File: config.mk
export PLATFORM = sky130hd
export DESIGN_NAME = lli_out
export DESIGN_NICKNAME = d
export VERILOG_FILES = /design/src/design/lli_pkg.sv /design/src/design/lli_out.sv
export SDC_FILE = /design/constraint.sdc
export NUM_CORES = 1
export LEC_CHECK = 0
export BUFFER_PORTS_ARGS = -buffer_cell sky130_fd_sc_hd__buf_2
export CORE_MARGIN = 2
export CORE_UTILIZATION = 56
export DETAILED_ROUTE_END_ITERATION = 7
export PLACE_DENSITY = 0.82
export SLEW_MARGIN = 20
export SYNTH_ARGS = -nofsm -noshare
export SYNTH_HDL_FRONTEND = slang
export SYNTH_SLANG_ARGS = --single-unit
File: constraint.sdc
create_clock -name clock -period 5.92 [get_ports clock]
set_input_delay 0.592 -clock clock [delete_from_list [all_inputs] [get_ports clock]]
set_output_delay 0.592 -clock clock [all_outputs]
set_load 0.01 [all_outputs]
File: src/design/lli_pkg.sv
// ----------------------------------------------------------------------------
// lli_pkg
// Shared widths, status codes and transaction types for the line-line
// intersection pipeline.
// ----------------------------------------------------------------------------
`default_nettype none

package lli_pkg;

   // coordinate width, signed fixed point; the binary point cancels in the
   // quotient so the fraction width never shows up in the datapath
   localparam int CW = 32;
   // magnitude of den = cross(d1, d2)
   localparam int DW = 2 * CW;
   // magnitude of num = cross(d1, p1 - p2)
   localparam int NW = 2 * CW + 1;
   // magnitude of num * d2
   localparam int PW = NW + CW;
   // quotient bits kept when no overflow is flagged
   localparam int QW = CW + 1;

   typedef enum logic [2:0] {
      ST_MET      = 3'd0,
      ST_DISJOINT = 3'd1,
      ST_SAME     = 3'd2,
      ST_ZERO_DIR = 3'd3,
      ST_SAT      = 3'd4
   } status_type;

   typedef struct packed {
      logic signed [CW-1:0] first_point_re;
      logic signed [CW-1:0] first_point_im;
      logic signed [CW-1:0] first_dir_re;
      logic signed [CW-1:0] first_dir_im;
      logic signed [CW-1:0] second_point_re;
      logic signed [CW-1:0] second_point_im;
      logic signed [CW-1:0] second_dir_re;
      logic signed [CW-1:0] second_dir_im;
   } req_type;

   typedef struct packed {
      status_type           status;
      logic signed [CW-1:0] meet_re;
      logic signed [CW-1:0] meet_im;
   } rsp_type;

   // one coordinate lane inside the divider
   typedef struct packed {
      logic                 neg;
      logic                 ovf;
      logic [PW-1:0]        rem;
      logic [QW-1:0]        quo;
      logic signed [CW-1:0] base;
   } lane_type;

   typedef struct packed {
      status_type    status;
      logic [DW-1:0] den;
      lane_type      x;
      lane_type      y;
   } div_type;

   // one coordinate lane after rounding
   typedef struct packed {
      logic                 neg;
      logic                 ovf;
      logic [QW:0]          mag;
      logic signed [CW-1:0] base;
   } rlane_type;

   typedef struct packed {
      status_type status;
      rlane_type  x;
      rlane_type  y;
   } res_type;

endpackage

`default_nettype wire

File: src/design/lli_out.sv
// ----------------------------------------------------------------------------
// lli_out
// Adds the second line's point to the signed quotient, saturates to the
// coordinate range and holds the result transaction.
// ----------------------------------------------------------------------------
`default_nettype none

module lli_out import lli_pkg::*; (
   input  wire logic    clock,
   input  wire logic    reset,
   input  wire logic    in_valid,
   output logic         in_ready,
   input  wire res_type in_data,
   output logic         out_valid,
   input  wire logic    out_ready,
   output rsp_type      out_data
);

   logic [1:0] v_ff;
   logic [1:0] rdy;

   assign rdy[1]    = !v_ff[1] || out_ready;
   assign rdy[0]    = !v_ff[0] || rdy[1];
   assign in_ready  = rdy[0];
   assign out_valid = v_ff[1];

   always_ff @(posedge clock) begin
      if (reset) begin
         v_ff <= '0;
      end else begin
         if (rdy[0]) begin
            v_ff[0] <= in_valid;
         end
         if (rdy[1]) begin
            v_ff[1] <= v_ff[0];
         end
      end
   end

   // stage 1: signed quotient plus point
   logic signed [CW+2:0] mx, my;
   logic signed [CW+2:0] sx_ff, sy_ff;
   logic                 ovfx_ff, ovfy_ff, negx_ff, negy_ff;
   status_type           status_ff;

   always_comb begin
      mx = $signed({1'b0, in_data.x.mag});
      my = $signed({1'b0, in_data.y.mag});
      if (in_data.x.neg) begin
         mx = -mx;
      end
      if (in_data.y.neg) begin
         my = -my;
      end
   end

   always_ff @(posedge clock) begin
      if (rdy[0]) begin
         sx_ff     <= mx + in_data.x.base;
         sy_ff     <= my + in_data.y.base;
         ovfx_ff   <= in_data.x.ovf;
         ovfy_ff   <= in_data.y.ovf;
         negx_ff   <= in_data.x.neg;
         negy_ff   <= in_data.y.neg;
         status_ff <= in_data.status;
      end
   end

   // stage 2: saturate and pick the status
   localparam logic signed [CW+2:0] SMAX = $signed({4'b0000, {(CW-1){1'b1}}});
   localparam logic signed [CW+2:0] SMIN = $signed({4'b1111, {(CW-1){1'b0}}});
   localparam logic [CW-1:0]        VMAX = {1'b0, {(CW-1){1'b1}}};
   localparam logic [CW-1:0]        VMIN = {1'b1, {(CW-1){1'b0}}};

   logic          satx, saty;
   logic [CW-1:0] vx, vy;
   rsp_type       rsp_in;
   rsp_type       rsp_ff;

   always_comb begin
      satx = 1'b1;
      saty = 1'b1;
      if (ovfx_ff) begin
         vx = negx_ff ? VMIN : VMAX;
      end else if (sx_ff > SMAX) begin
         vx = VMAX;
      end else if (sx_ff < SMIN) begin
         vx = VMIN;
      end else begin
         vx   = sx_ff[CW-1:0];
         satx = 1'b0;
      end
      if (ovfy_ff) begin
         vy = negy_ff ? VMIN : VMAX;
      end else if (sy_ff > SMAX) begin
         vy = VMAX;
      end else if (sy_ff < SMIN) begin
         vy = VMIN;
      end else begin
         vy   = sy_ff[CW-1:0];
         saty = 1'b0;
      end
      if (status_ff != ST_MET) begin
         rsp_in.status  = status_ff;
         rsp_in.meet_re = '0;
         rsp_in.meet_im = '0;
      end else begin
         rsp_in.status  = (satx || saty) ? ST_SAT : ST_MET;
         rsp_in.meet_re = vx;
         rsp_in.meet_im = vy;
      end
   end

   always_ff @(posedge clock) begin
      if (rdy[1]) begin
         rsp_ff <= rsp_in;
      end
   end

   assign out_data = rsp_ff;

endmodule

`default_nettype wire
==> run_results.csv, run 1 <==
group,metric,value,unit
outcome,status,"completed",
floorplan,dieArea,0.01908,mm2
sta,timing.fmax,205.6,MHz
worst_setup_path,path_cells,"buf_2, inv_1, ha_1, nand2_1, or3_1, or3_4, or3_4, o31ai_1, xnor2_1, ha_1, a21oi_1, nand2_1, nor4_1, o31ai_1, a32o_1, or4_1, a31o_2, a21oi_1, xnor2_1",
cells_and_area,final_area,0.01186,mm2
synth,ys.warnings.count,0,
worst_setup_path,arrival,5.04,ns
synth,yosysUniqueCellTypes,52,
drt,route.met2.wl,11310,um
sta,whs,0.3385,ns
drt,remaining_drc_errors,0,
place,routabilityCongestion,0.8798,
sta,skew,0.009363,ns
synth,synth_top_family_by_area,"compound AO/OA/AOI/OAI gates",
drt,drt-initial-drc-count,500,
power_and_ir_drop,p_per_area,291.7,mW/mm2
sta,slew_headroom,41.64,%
worst_setup_path,endpoint_kind,"flip-flop",
drt,highest_layer,"met4",
clocking,h-tree-depth,4,
clocking,cts.sinks,146,
synth,synth_flop_cell,"edfxtp_1",
sta,slew_viol_final,0,
worst_setup_path,crit-reg2reg-capture,"out_data[37]",
worst_setup_path,r2r_slack,3.98,ns
worst_setup_path,crit_buf_inv,2,
sta,worst_slack,1.056,ns
worst_setup_path,start_kind,"input port",
place,place_area,0.01129,mm2
clocking,cts_root_buf,"clkbuf_16",
synth,yosys.area_share.adder,9.213,%
hold_path,min_from,"reset",
cells_and_area,layout.cells.non_filler,1453,
synth,synthCells,1027,
synth,synth-seq-cells,146,
worst_setup_path,cp.depth,19,
worst_setup_path,r2r_start,"status_ff[1]",
synth,synth_xor_area_share,11.30,%
hold_path,whs_path_depth,2,
worst_setup_path,worstSetupPathType,"in -> reg",
sta,hold_violations,0,
sta,fin_setup_tns,0,ns
clocking,cts-resized-gates,0,
clocking,cts_setup_buffers,0,
cells_and_area,drive_gt1_share,22.30,%
clocking,cts_buffer_depth,2,
floorplan,initial_core_util,56.68,%
drt,wl,23380,um
drt,drt_first_pass_iters,7,
synth,synth_compound_area_share,22.73,%
drt,ant_nets,0,
floorplan,core_area,0.01778,mm2
synth,syn_nets,1243,
grt,overflow,0,
cells_and_area,syn_to_final_growth,17.66,%
clocking,worstSkewPairLatency,0.43,ns
synth,yosys.area.top_type,"edfxtp_1",
floorplan,die_h,138.1,um
power_and_ir_drop,vdd_ir_drop_max,0.0002337,V
synth,avgSynthCellArea,9.812,um2
cells_and_area,nFillCells,1441,
drt,wl_met3,1157,um
sta,min_period_over_period,82.17,%
synth,synthMuxAreaShare,0,%
worst_setup_path,cpPeakStageDelay,0.42,ns
clocking,cts_tree,"done",
sta,finalSetupViolCount,0,
worst_setup_path,critPathRequiredTime,6.10,ns
cells_and_area,nets,1427,
place,dp.cells,1421,
grt,grt_start_max_net_pins,68,
cells_and_area,diodes,0,
place,io_buffer_count,211,
sta,rsz0062_at_grt,"false",
hold_path,hp-class,"in -> reg",
synth,yosys.area.top_type_share,42.91,%
job,maxCapViolCount,0,
sta,min_period,4.864,ns
clocking,numCtsBuffers,17,
grt,antenna_found_initial,0,
synth,yosysSeqAreaShare,43.31,%
worst_setup_path,worstRegToRegCells,3,
synth,yosys.area_share.simple,10.84,%
clocking,cts_hold_buffers,0,
power_and_ir_drop,power_leakage,5.020,nW
grt,grt_use_total,24.09,%
synth,synth_area,0.01008,mm2
grt,grt_pass1_vias,7931,
synth,ys_async_sr_fraction,0,%
worst_setup_path,path_delay_family,"simple AND/OR/NAND/NOR gates",
worst_setup_path,critPathMaxFanout,7,
floorplan,die_w,138.1,um
place,pre_cts_slack,0.6916,ns
place,hpwlAfterDp,17450,um
synth,synth_area_leaders,"edfxtp_1 43%, xnor2_1 9.0%, ha_1 8.8%",
drt,wl_per_cell,16.09,um
sta,worstMarginPinSlew,0.8754,ns
floorplan,io_pins,212,
drt,vias,8490,
clocking,clkTransAtPathRegs,0.07,ns
synth,synth_enable_flop_cells,144,
drt,wl_met1,10620,um
drt,viasPerCell,5.843,
worst_setup_path,worst_path_max_delay_cell,"or4_1",
hold_path,holdPathEnd,"v_ff[1]",
grt,grt_pass1_wl,38300,um
floorplan,rows,49,
==> cells in the mapped netlist, drive strengths merged, types with 3 or more instances <==
master   number
edfxtp      144
a21oi       143
o21ai       125
xnor2       103
nand2        77
ha           71
clkbuf       51
nor2         50
a21o         33
xor2         27
o31ai        26
nand3        19
or3          17
inv          14
nand4        12
nor3         12
or4          12
a31oi         8
o41ai         8
a211o         7
o21bai        7
a211oi        6
and3          6
o211ai        5
nand2b        4
nor2b         4
a2111oi       3
a311oi        3
a31o          3
buf           3
nor4          3
o21a          3
or2           3
==> sequential cells by signal, indices dropped and copies added (netlist names) <==
register   cells
out_data      67
sy_ff         35
sx_ff         35
negy_ff        1
v_ff           2
negx_ff        1
ovfx_ff        1
status_ff      3
ovfy_ff        1
==> how the worst max path moves through the flow <==
stage                             from         to  slack (ns)
after CTS                 in_data[100]  sx_ff[32]        1.13
after detailed placement  in_data[100]  sx_ff[32]        0.69
final                     in_data[101]  sx_ff[32]        1.06
after global routing      in_data[101]  sx_ff[32]        0.80
after floorplan           in_data[101]  sx_ff[32]        1.12
after global placement    in_data[100]  sx_ff[32]        0.77
==> cell families (layout without fill, tap and decap cells) <==
kind of cell	count (synthesis)	count (layout)
AND/OR/NAND/NOR	223	223
buffers and inverters	68	265
XOR/XNOR	130	130
flip-flops	146	146
AO/OA/AOI/OAI	387	387
adder cells (fa/ha/maj)	73	73
==> worst reg2reg max path, cell delays in order, from the launching register on <==
cell and delay (ns):
edfxtp_1 0.41, or3_2 0.75, buf_4 0.37, a21oi_1 0.25
==> metrics by stage <==
stage / power, mW / utilization [%]
floorplan: 2.155 / -
global placement: 2.434 / 63.49
detailed placement: 2.451 / 63.49
CTS: 3.478 / 66.66
global route: 3.659 / 66.69
finish: 3.458 / 66.69
==> report_power, final <==
group / leakage [nW] / internal, mW / switching [mW]
logic: 3.13 / 0.404 / 0.595
clock network: 0.275 / 0.556 / 0.463
registers: 1.62 / 1.38 / 0.0574
==> cells in the final DEF (no fill, tap or decap), types with 4 or more instances in the layout <==
cell type  count
edfxtp_1     144
o41ai_1        6
nand2b_1       4
xnor2_1      103
ha_1          71
o211ai_1       5
inv_8          5
a21oi_1      141
inv_1         13
o31ai_1       26
and3_1         6
nor2_1        49
or4_4          5
buf_4          8
nand3_1       19
a31oi_1        8
xor2_1        27
nor2b_1        4
clkbuf_16     17
o21ai_0      125
a211o_1        7
nor3_1        12
nand4_1       12
o21bai_1       7
a211oi_1       6
or4_1          7
buf_2        211
or3_1         12
a21o_1        33
inv_6          5
nand2_1       76
==> routing by layer <==
layer | track usage [%] | up-vias
li1 | - | 4234
met1 | 33.76 | 4008
met2 | 39.79 | 225
met3 | 3.602 | 23
met4 | 5.854 | 0
met5 | 0 | -
==> layout make-up <==
class / instances / area [um2] / share of cell area, %
inverter: 14 / 52.55 / 0.4432
multi-input combinational: 813 / 5474 / 46.17
sequential: 146 / 4364 / 36.81
clock buffer: 17 / 425.4 / 3.588
tap: 229 / 286.5 / 2.417
clock inverter: 15 / 137.6 / 1.161
timing repair buffer: 219 / 1116 / 9.413
Power figures use the tool's default switching activity.
==> inputs of run 2 (changes only) <==
- clock period: 5.92 -> 4.49 ns (I/O delays scaled with it)
==> run 2 against run 1 <==
Effect of this change: flip-flop and latch count is the same; via count increased by 5.6%; cell count rose by 6.6%; first-iteration DRC count increased by 18%; clock skew rose by 0.0022 ns; cell area is 6.8% higher; hold slack got worse by 0.14 ns; non-clock buffer count increased by 96; wire length rose by 6.2%; register-to-register slack got worse by 1.5 ns; core utilization grew 4.5 points; count of clock-buffer cells in the layout rose by 1; largest cell class unchanged.
==> run_results.csv, run 2 (synthesis results as in run 1) <==
group,metric,value,unit
grt,grt_use_total,25.53,%
worst_setup_path,critPathRequiredTime,4.64,ns
floorplan,die_h,138.1,um
cells_and_area,nets,1523,
power_and_ir_drop,vdd_ir_drop_max,0.0002956,V
clocking,worstSkewPairLatency,0.41,ns
floorplan,io_pins,212,
sta,worstMarginPinSlew,0.7496,ns
power_and_ir_drop,pwr-share-clk,29.1,%
floorplan,dieArea,0.01908,mm2
grt,antenna_found_initial,0,
worst_setup_path,endpoint_kind,"flip-flop",
cells_and_area,drive_gt1_share,28.71,%
clocking,cts_buffer_depth,2,
cells_and_area,layout.cells.non_filler,1549,
drt,drt-initial-drc-count,590,
power_and_ir_drop,p_per_area,375.4,mW/mm2
place,io_buffer_count,211,
floorplan,die_w,138.1,um
worst_setup_path,worstSetupPathType,"in -> reg",
sta,finalSetupViolCount,0,
worst_setup_path,worst_path_max_delay_cell,"or4_4",
clocking,clkTransAtPathRegs,0.07,ns
drt,viasPerCell,5.788,
floorplan,initial_core_util,56.68,%
cells_and_area,syn_to_final_growth,25.68,%
sta,rsz0062_at_grt,"false",
worst_setup_path,start_kind,"input port",
place,pre_cts_slack,-0.2203,ns
sta,slew_viol_final,0,
power_and_ir_drop,power_frac_seq,40.1,%
clocking,h-tree-depth,4,
worst_setup_path,path_cells,"buf_2, or3_1, or4_4, nor4_1, nand2_1, or4_4, o31ai_1, xnor2_1, ha_1, nand2_1, nor2_1, a21oi_1, nand2_1, a221o_1, a31o_2, a21oi_1, xnor2_1",
hold_path,min_from,"reset",
clocking,cts_hold_buffers,0,
job,maxCapViolCount,0,
drt,remaining_drc_errors,0,
sta,slew_headroom,49.95,%
outcome,status,"completed",
sta,skew,0.01153,ns
cells_and_area,final_area,0.01266,mm2
drt,wl_per_cell,16.03,um
drt,vias,8966,
drt,wl,24820,um
worst_setup_path,r2r_start,"v_ff[1]",
worst_setup_path,critPathMaxFanout,5,
place,routabilityCongestion,0.8782,
grt,grt_start_max_net_pins,43,
floorplan,rows,49,
clocking,numCtsBuffers,17,
cells_and_area,largest_reg_flops,67,
clocking,cts.sinks,146,
place,dp.cells,1517,
place,place_area,0.01204,mm2
grt,overflow,0,
sta,fin_setup_tns,0,ns
grt,grt_pass1_wl,40410,um
worst_setup_path,arrival,4.45,ns
drt,drt_first_pass_iters,5,
power_and_ir_drop,sw_frac_of_total,30.87,%
floorplan,core_area,0.01778,mm2
sta,hold_violations,0,
clocking,cts-resized-gates,0,
cells_and_area,final_common_cell,"buf_2",
drt,ant_nets,0,
power_and_ir_drop,p_int,3.286,mW
sta,worst_slack,0.1918,ns
power_and_ir_drop,power_leakage,5.506,nW
sta,min_period,4.298,ns
cells_and_area,diodes,0,
grt,grt_pass1_vias,8429,
place,hpwlAfterDp,18990,um
clocking,cts_root_buf,"clkbuf_16",
sta,min_period_over_period,95.73,%
power_and_ir_drop,pwr-share-comb,30.9,%
power_and_ir_drop,p_sw,1.467,mW
clocking,cts_tree,"done",
power_and_ir_drop,fin_total_pwr,4.754,mW
sta,timing.fmax,232.7,MHz
worst_setup_path,cp_common_cell,"nand2_1",
worst_setup_path,cpPeakStageDelay,0.51,ns
clocking,cts_setup_buffers,0,
hold_path,whs_path_depth,2,
cells_and_area,layout_common_cells,"211 x buf_2, 144 x edfxtp_1, 139 x a21oi_1",
worst_setup_path,critPathLaunch,"in_data[38]",
worst_setup_path,worstRegToRegCells,3,
hold_path,hp-class,"in -> reg",
[run 2: power groups by stage]
stage | Combinational, mW | Sequential, mW | Clock [mW]
after floorplan | 0.923 | 1.92 | 0
after global placement | 1.41 | 1.92 | 0
after detailed placement | 1.45 | 1.93 | 0
after CTS | 1.46 | 1.90 | 1.40
after global routing | 1.63 | 1.93 | 1.46
final | 1.47 | 1.90 | 1.38
[run 2: final timing paths]
check,to,slack (ns)
max,sy_ff[34],0.19
min,v_ff[1],0.20
max reg2reg,out_data[62],2.50
min reg2reg,out_data[64],0.49
[run 2: metal layers]
metal  wire, um  track usage, %  up-vias  part of all wire (%)
met5          0               0        -                     0
met4        184           4.619        0                  0.74
met3       1264           3.810       16                   5.1
met2      12360           44.06      232                    50
met1      11020           34.82     4271                    44
li1           -               -     4447                     -
[run 2: critical path, delay by kind of cell]
kind,cells,cell delay [ns]
buffers and inverters,1,0.10
adders and majority gates,1,0.32
AOI/OAI and AO/OA,5,1.10
xor gates and xnor gates,2,0.29
and+or+nand+nor,8,2.18
[run 2: through the flow]
| step | util (%) | hold WS [ns] |
|---|---|---|
| floorplan | - | 0.4631 |
| finish | 71.23 | 0.2032 |
| global placement | 67.74 | 0.4572 |
| CTS | 71.02 | 0.1911 |
| global route | 71.23 | 0.1987 |
| detailed placement | 67.74 | 0.4672 |
[run 2: area by class of cell]
cell class              instances  area (um2)
clock buffers                  18       429.2
inverters                      14       52.55
repair buffers                315        1837
clock inverters                14       153.9
flip-flops and latches        146        4364
fillers                      1369        5115
multi-input cells             813        5542
well taps                     229       286.5
==> inputs of run 3 (changes only) <==
- CORE_UTILIZATION: 56 -> 51
- PLACE_DENSITY: 0.82 -> 0.78
- clock period: 4.49 -> 3.7 ns (I/O delays scaled with it)
==> run 3 against run 2 <==
Effect of this change: the run now ends with setup timing left; setup slack worse by 0.61 ns; flip-flop and latch count is the same; first-iteration DRC count shrank 9.0%; global-route usage up 0.24 points; clock skew shrank 0.00058 ns; largest power group unchanged.
==> run_results.csv, run 3 (synthesis results as in run 1) <==
group,metric,value,unit
drt,wl,27920,um
clocking,worstSkewPairLatency,0.41,ns
power_and_ir_drop,vdd_ir_drop_max,0.0003277,V
power_and_ir_drop,p_int,4.404,mW
drt,drt_first_pass_iters,5,
sta,skew,0.01095,ns
grt,gr-usage-met3,5.000,%
power_and_ir_drop,p_sw,1.934,mW
grt,busiest_layer,"met2",
worst_setup_path,start_kind,"input port",
worst_setup_path,path_cells,"buf_2, inv_2, ha_2, nand2_2, or3_4, or3_4, or3_4, o31ai_4, xnor2_1, ha_1, a21oi_2, nand2_2, nor4_4, o31ai_1, a32o_2, or4_4, a31o_2, a21oi_2, xnor2_1",
clocking,cts_root_buf,"clkbuf_16",
power_and_ir_drop,sw_frac_of_total,30.52,%
hold_path,min_from,"reset",
drt,ant_nets,0,
place,place_area,0.01311,mm2
worst_setup_path,worst_path_max_delay_cell,"or4_4",
worst_setup_path,r2r_start,"sy_ff[34]",
grt,grt_pass1_vias,9291,
hold_path,hp-class,"in -> reg",
power_and_ir_drop,fin_total_pwr,6.339,mW
clocking,cts_hold_buffers,0,
sta,slew_headroom,26.09,%
worst_setup_path,cp_common_cell,"or3_4",
sta,min_period,4.117,ns
grt,overflow,0,
clocking,h-tree-depth,4,
sta,whs,0.1334,ns
place,io_buffer_count,211,
sta,finalSetupViolCount,11,
place,pre_cts_slack,-0.9055,ns
floorplan,die_w,144.6,um
sta,worst_slack,-0.4171,ns
grt,met2_usage,45.50,%
power_and_ir_drop,p_per_area,434.2,mW/mm2
cells_and_area,nets,1677,
floorplan,initial_core_util,51.95,%
sta,rsz0062_at_grt,"true",
cells_and_area,drive_gt1_share,42.91,%
drt,drt-initial-drc-count,537,
clocking,cts_buffer_depth,2,
floorplan,dieArea,0.02090,mm2
worst_setup_path,crit_buf_inv,2,
clocking,cts_tree,"done",
power_and_ir_drop,pwr-share-clk,28.2,%
sta,slew_viol_final,0,
clocking,clkTransAtPathRegs,0.06,ns
place,hpwlAfterDp,19930,um
clocking,cts.sinks,146,
worst_setup_path,worstSetupPathType,"in -> reg",
cells_and_area,layout_common_cells,"241 x buf_4, 208 x buf_2, 144 x edfxtp_1",
place,dp.cells,1670,
power_and_ir_drop,power_frac_seq,36.4,%
outcome,violations,"setup timing",
grt,grt_start_max_net_pins,68,
job,maxCapViolCount,0,
sta,min_period_over_period,111.3,%
sta,timing.fmax,242.9,MHz
place,routabilityCongestion,0.9282,
drt,wl_per_cell,16.06,um
cells_and_area,final_area,0.01460,mm2
cells_and_area,final_common_cell,"buf_4",
floorplan,die_h,144.6,um
grt,grt_pass1_wl,43110,um
sta,worstMarginPinSlew,1.109,ns
drt,vias,9715,
floorplan,rows,51,
grt,grt.met1_usage,33.21,%
worst_setup_path,critPathMaxFanout,5,
cells_and_area,largest_reg_flops,67,
floorplan,core_area,0.01940,mm2
outcome,status,"finished with violations",
sta,fin_setup_tns,-2.043,ns
cells_and_area,diodes,0,
worst_setup_path,endpoint_kind,"flip-flop",
worst_setup_path,cpPeakStageDelay,0.43,ns
floorplan,io_pins,212,
worst_setup_path,arrival,4.28,ns
worst_setup_path,path_delay_family,"simple AND/OR/NAND/NOR gates",
drt,remaining_drc_errors,0,
worst_setup_path,critPathRequiredTime,3.87,ns
cells_and_area,layout.cells.non_filler,1738,
clocking,numCtsBuffers,17,
worst_setup_path,critPathLaunch,"in_data[101]",
sta,hold_violations,0,
drt,viasPerCell,5.590,
grt,antenna_found_initial,0,
power_and_ir_drop,power_leakage,6.416,nW
cells_and_area,fin_util,75.25,%
cells_and_area,syn_to_final_growth,44.86,%
grt,grt_use_total,25.77,%
power_and_ir_drop,pwr-share-comb,35.5,%
run 3: cell types whose count changed in the layout (fill, tap and decap cells not counted), moves of 18 or more:
cell     delta
buf_4     +137
o21ai_0    -23
a21oi_1    -22
buf_6      +19
a21oi_2    +18
run 3: power groups by stage:
stage / Clock [mW] / Combinational [mW] / Sequential (mW)
finish: 1.78 / 2.25 / 2.31
global route: 1.87 / 2.46 / 2.34
CTS: 1.80 / 2.09 / 2.30
detailed placement: 0 / 1.99 / 2.33
global placement: 0 / 1.95 / 2.33
floorplan: 0 / 1.17 / 2.34
run 3: final timing paths:
kind,slack (ns),end,cells past startpoint
max,-0.42,sx_ff[32],19
min reg2reg,0.48,out_data[64],0
max reg2reg,1.75,out_data[3],4
min,0.13,v_ff[1],2
run 3: per-layer routing:
metal,vias to the layer above,routed length (um)
met5,-,0
met4,0,541
met3,45,1469
met2,238,14260
met1,4686,11640
li1,4746,-
run 3: layout make-up:
cell class / instances / area, um2
Tap cell: 265 / 331.6
Clock buffer: 18 / 429.2
Sequential cell: 146 / 4364
Clock inverter: 13 / 183.9
Timing Repair Buffer: 469 / 3079
Fill cell: 1396 / 4801
Multi-Input combinational cell: 813 / 6157
Inverter: 14 / 52.55
run 3: worst reg2reg max path, stage by stage (launching register included):
cell      delay [ns]
edfxtp_1        0.41
a21oi_2         0.70
buf_4           0.30
o21ai_0         0.18
a21oi_1         0.21
run 3: what timing repair did:
action                     4_1_cts  5_1_grt
setup endpoints to repair       18       31
pin swaps                       28       47
setup buffers                   24       15
resized for setup               57       79
